## src/hw/rtl/ddft_ram.sv

```systemverilog
// generic single write port ram with registered read
module ddft_ram #(
    parameter int WIDTH = 32,
    parameter int DEPTH = 64
) (
    input  logic                     i_clk,
    input  logic                     i_we,
    input  logic [$clog2(DEPTH)-1:0] i_waddr,
    input  logic [WIDTH-1:0]         i_wdata,
    input  logic [$clog2(DEPTH)-1:0] i_raddr,
    output logic [WIDTH-1:0]         o_rdata
);

    logic [WIDTH-1:0] r_mem [0:DEPTH-1];
    logic [WIDTH-1:0] r_rdata;

    always_ff @(posedge i_clk) begin
        if (i_we) begin
            r_mem[i_waddr] <= i_wdata;
        end
        r_rdata <= r_mem[i_raddr];
    end

    assign o_rdata = r_rdata;

endmodule

```

## config.mk

```make
export PLATFORM = sky130hd
export DESIGN_NAME = ddft_ram
export DESIGN_NICKNAME = d
export VERILOG_FILES = /design/src/hw/rtl/ddft_ram.sv
export SDC_FILE = /design/constraint.sdc
export NUM_CORES = 2
export LEC_CHECK = 0
export BUFFER_PORTS_ARGS = -buffer_cell sky130_fd_sc_hd__buf_2
export CORE_ASPECT_RATIO = 2
export CORE_UTILIZATION = 45
export CTS_CLUSTER_DIAMETER = 50
export DETAILED_ROUTE_END_ITERATION = 10
export SYNTH_ARGS = -nofsm -noshare
export SYNTH_HDL_FRONTEND = slang
export SYNTH_SLANG_ARGS = --single-unit
```

## constraint.sdc

```tcl
create_clock -name i_clk -period 3.5 [get_ports i_clk]
set_clock_uncertainty 0.1 [all_clocks]
set_input_delay 0.175 -clock i_clk [delete_from_list [all_inputs] [get_ports i_clk]]
set_output_delay 0.175 -clock i_clk [all_outputs]
set_load 0.005 [all_outputs]
```

==> metrics <==
Site Rows=around 220; worst setup path start=i_raddr[4]; Die Wd=roughly 300 um; post-route cell area=approximately 90000 um^2; worst hold path type=in -> reg; worst-path cell with the longest stage delay=a21oi_1; worst hold path cell count=1; Seq cells post-synth=about 2100; HPWL after detailed placement=approximately 130000 um; WHS=-0.004908 ns; final wirelength=about 210000 um; remaining antenna violation count=0; post-synthesis net count=3370; # DRC=0; Worst Setup EP=o_rdata[16]$_DFF_P_; Final Max Tran Viols=2; Vert. Die Dim=592.7 um; ys async rst share=0; largest area contributor in the netlist=edfxtp_1; nets@finish=around 3700; worst reg2reg startpoint=r_mem[2][16]$_DFFE_PP_; Worst-path clk slew=around 0.07 ns; # setup viols final=0; Netlist Area Pre-Place=78520 um^2; Ys Warns=0; Placed Area=83790 um^2; I/O pin total=78; Final Hold Viols=1; Starting DRT DRC Count=roughly 3500; post-route setup slack=0.7408 ns; Rel. slew slack=-0.01245; CTS tree=built; status=complete, but fails checks; WP depth=8; pwr/cell area=558.6 nW/um^2; first-pass GRT wire length=slightly below 300000 um; crit path DAT=roughly 3.4 ns; full die area=around 180000 um^2; pre-CTS setup slack=-0.09598 ns; peak supply drop=377.4 uV; post-CTS setup buffers=0; clk sinks=~2100; gr ovfl total=0; R2R cell count=4; Final GP Congestion=approximately 0.84; GRT Total Usage=0.2429; antenna violations before repair=17; EDFF count, synth=approximately 2000; Initial DRT Pass Iterations=7; H-tree depth=4; top-count cell post-synth=edfxtp_1; detailed-route via count=about 37000; RSZ-0062 raised after global routing=no; ys flop type=edfxtp_1; layout cell share with drive strength beyond 1=0.3130; Worst Tran Pin Value=around 1.5 ns; Crit. End Element=flip-flop; Area Overhead vs Synth=14.11%; cell mode on critical path=a21oi_1; CTS buffer count=approximately 180; Worst-Skew Late Latency=between 0.8 and 0.9 ns; crit-path cells=dlygate4sd3_1, buf_2, nand2_1, buf_4, o221ai_1, a21oi_1, a21oi_1, nor2_1; fmax=around 360 MHz; vias in the first global route=38700; Startpoint Class=primary input; crit-path max FO=11; worst reg2reg setup slack=roughly 0.97 ns; routed vias/inst=6.068; max_cap viols=1; Tmin final=between 2 and 3 ns; Max Buffers Root-to-Sink=4; failing checks=negative hold slack, max-capacitance violations, max-slew violations; synth unique cells=34; starting density of the core=0.4532; placeable core region=about 170000 um^2; syn avg cell area=about 24 um^2; top-area cell type share of the netlist area=0.7833; WL/cell=34.93 um; Worst EP required=approximately 4.2 ns; period utilisation layout=0.7883; Static Leak=about 28 nW; Mapped Cells=3324; R2R Path End=o_rdata[16]$_DFF_P_; commonest cells in the netlist=edfxtp_1, mux4_2, nor2_1, mux2i_1, o22ai_1; Port Buffers=77; CP top delay family=compound AO/OA/AOI/OAI gates; Root Driver=clkbuf_16; CP bufs+invs=3; maximum cell stage delay along the critical path=~1.2 ns; largest net degree at the start of global routing=65; type of the worst setup path=in -> reg; top post-synthesis cells by area=edfxtp_1, mux4_2, mux2i_1; sequential element share of the synthesized area=0.7914; setup TNS=0 ns
-- power breakdown --
group,switching [W],internal (W)
registers,0.000109,0.0276
logic,0.00179,0.00106
clock network,0.00870,0.0108
total,0.0106,0.0394
-- per-layer routing --
| layer | vias to the layer above | track usage | part of all wire |
|---|---|---|---|
| met5 | - | 0 | 0.00034 |
| met4 | 12 | 0.1264 | 0.059 |
| met3 | 375 | 0.02606 | 0.051 |
| met2 | 1372 | 0.4385 | 0.53 |
| met1 | 20397 | 0.2867 | 0.36 |
| li1 | 14930 | - | - |
-- state kept, by name, indices dropped and copies added, names as in the netlist --
name,count
o_rdata,32
r_mem,2048
-- cell type report --
class	instances	area, um^2
multi-input cells	1062	15970
fillers	13269	83640
diodes	5	12.51
clock inverters	82	814.5
clock buffers	233	4783
well taps	2289	2864
flip-flops and latches	2080	62140
repair buffers	361	3017
-- metrics by stage --
stage | power (W) | utilization | hold slack [ns] | cells
2_1_floorplan | 0.02950 | - | 0.1739 | 3324
5_1_grt | 0.05122 | 0.5172 | 0.03510 | 6110
3_5_place_dp | 0.03110 | 0.4836 | 0.4635 | 5772
6_report | 0.05004 | 0.5172 | -0.004908 | 6112
3_3_place_gp | 0.03106 | 0.4836 | 0.4809 | 5772
4_1_cts | 0.05038 | 0.5171 | 0.0001060 | 6107
-- cell usage in the layout (no fill, tap or decap), types with 12 or more instances in the layout --
master         count
nor2b_1           15
a22oi_1           12
nand2_1           26
mux2i_1           93
o221ai_1          27
a21oi_1           62
dfxtp_1           32
buf_2             73
dlygate4sd3_1     20
bufinv_16         16
clkbuf_16        180
edfxtp_1        2048
o22ai_1           84
clkbuf_1          45
buf_4            231
nor2_1            75
clkinv_1          28
mux4_2           544
buf_12            33
nor2_4            62
clkinv_2          28
-- worst min-delay path by stage --
stage	slack (ns)	end	start
3_3_place_gp	0.48	o_rdata[20]	o_rdata[20]$_DFF_P_
3_5_place_dp	0.46	o_rdata[20]	o_rdata[20]$_DFF_P_
6_report	-0.005	r_mem[50][10]$_DFFE_PP_	i_wdata[10]
4_1_cts	0.0001	r_mem[7][17]$_DFFE_PP_	i_wdata[17]
2_1_floorplan	0.17	r_mem[0][0]$_DFFE_PP_	i_wdata[0]
5_1_grt	0.04	r_mem[50][10]$_DFFE_PP_	i_wdata[10]
-- logic make-up (layout without fill, tap and decap cells) --
| family | after synthesis | in the layout | share of synthesized area |
|---|---|---|---|
| other cells | 0 | 5 | 0 |
| simple gates | 223 | 223 | 0.01265 |
| compound gates | 202 | 202 | 0.01673 |
| mux | 637 | 637 | 0.1679 |
| buf+inv | 182 | 676 | 0.01128 |
| flops | 2080 | 2080 | 0.7914 |
-- what timing repair did --
item / 4_1_cts / 5_1_grt
endpoints found under the setup margin: 0 / 0
endpoints found under the hold margin: 473 / 0
hold buffers: 20 / 0
gates resized for setup: 0 / 0
(Power assumes the default switching activity.)
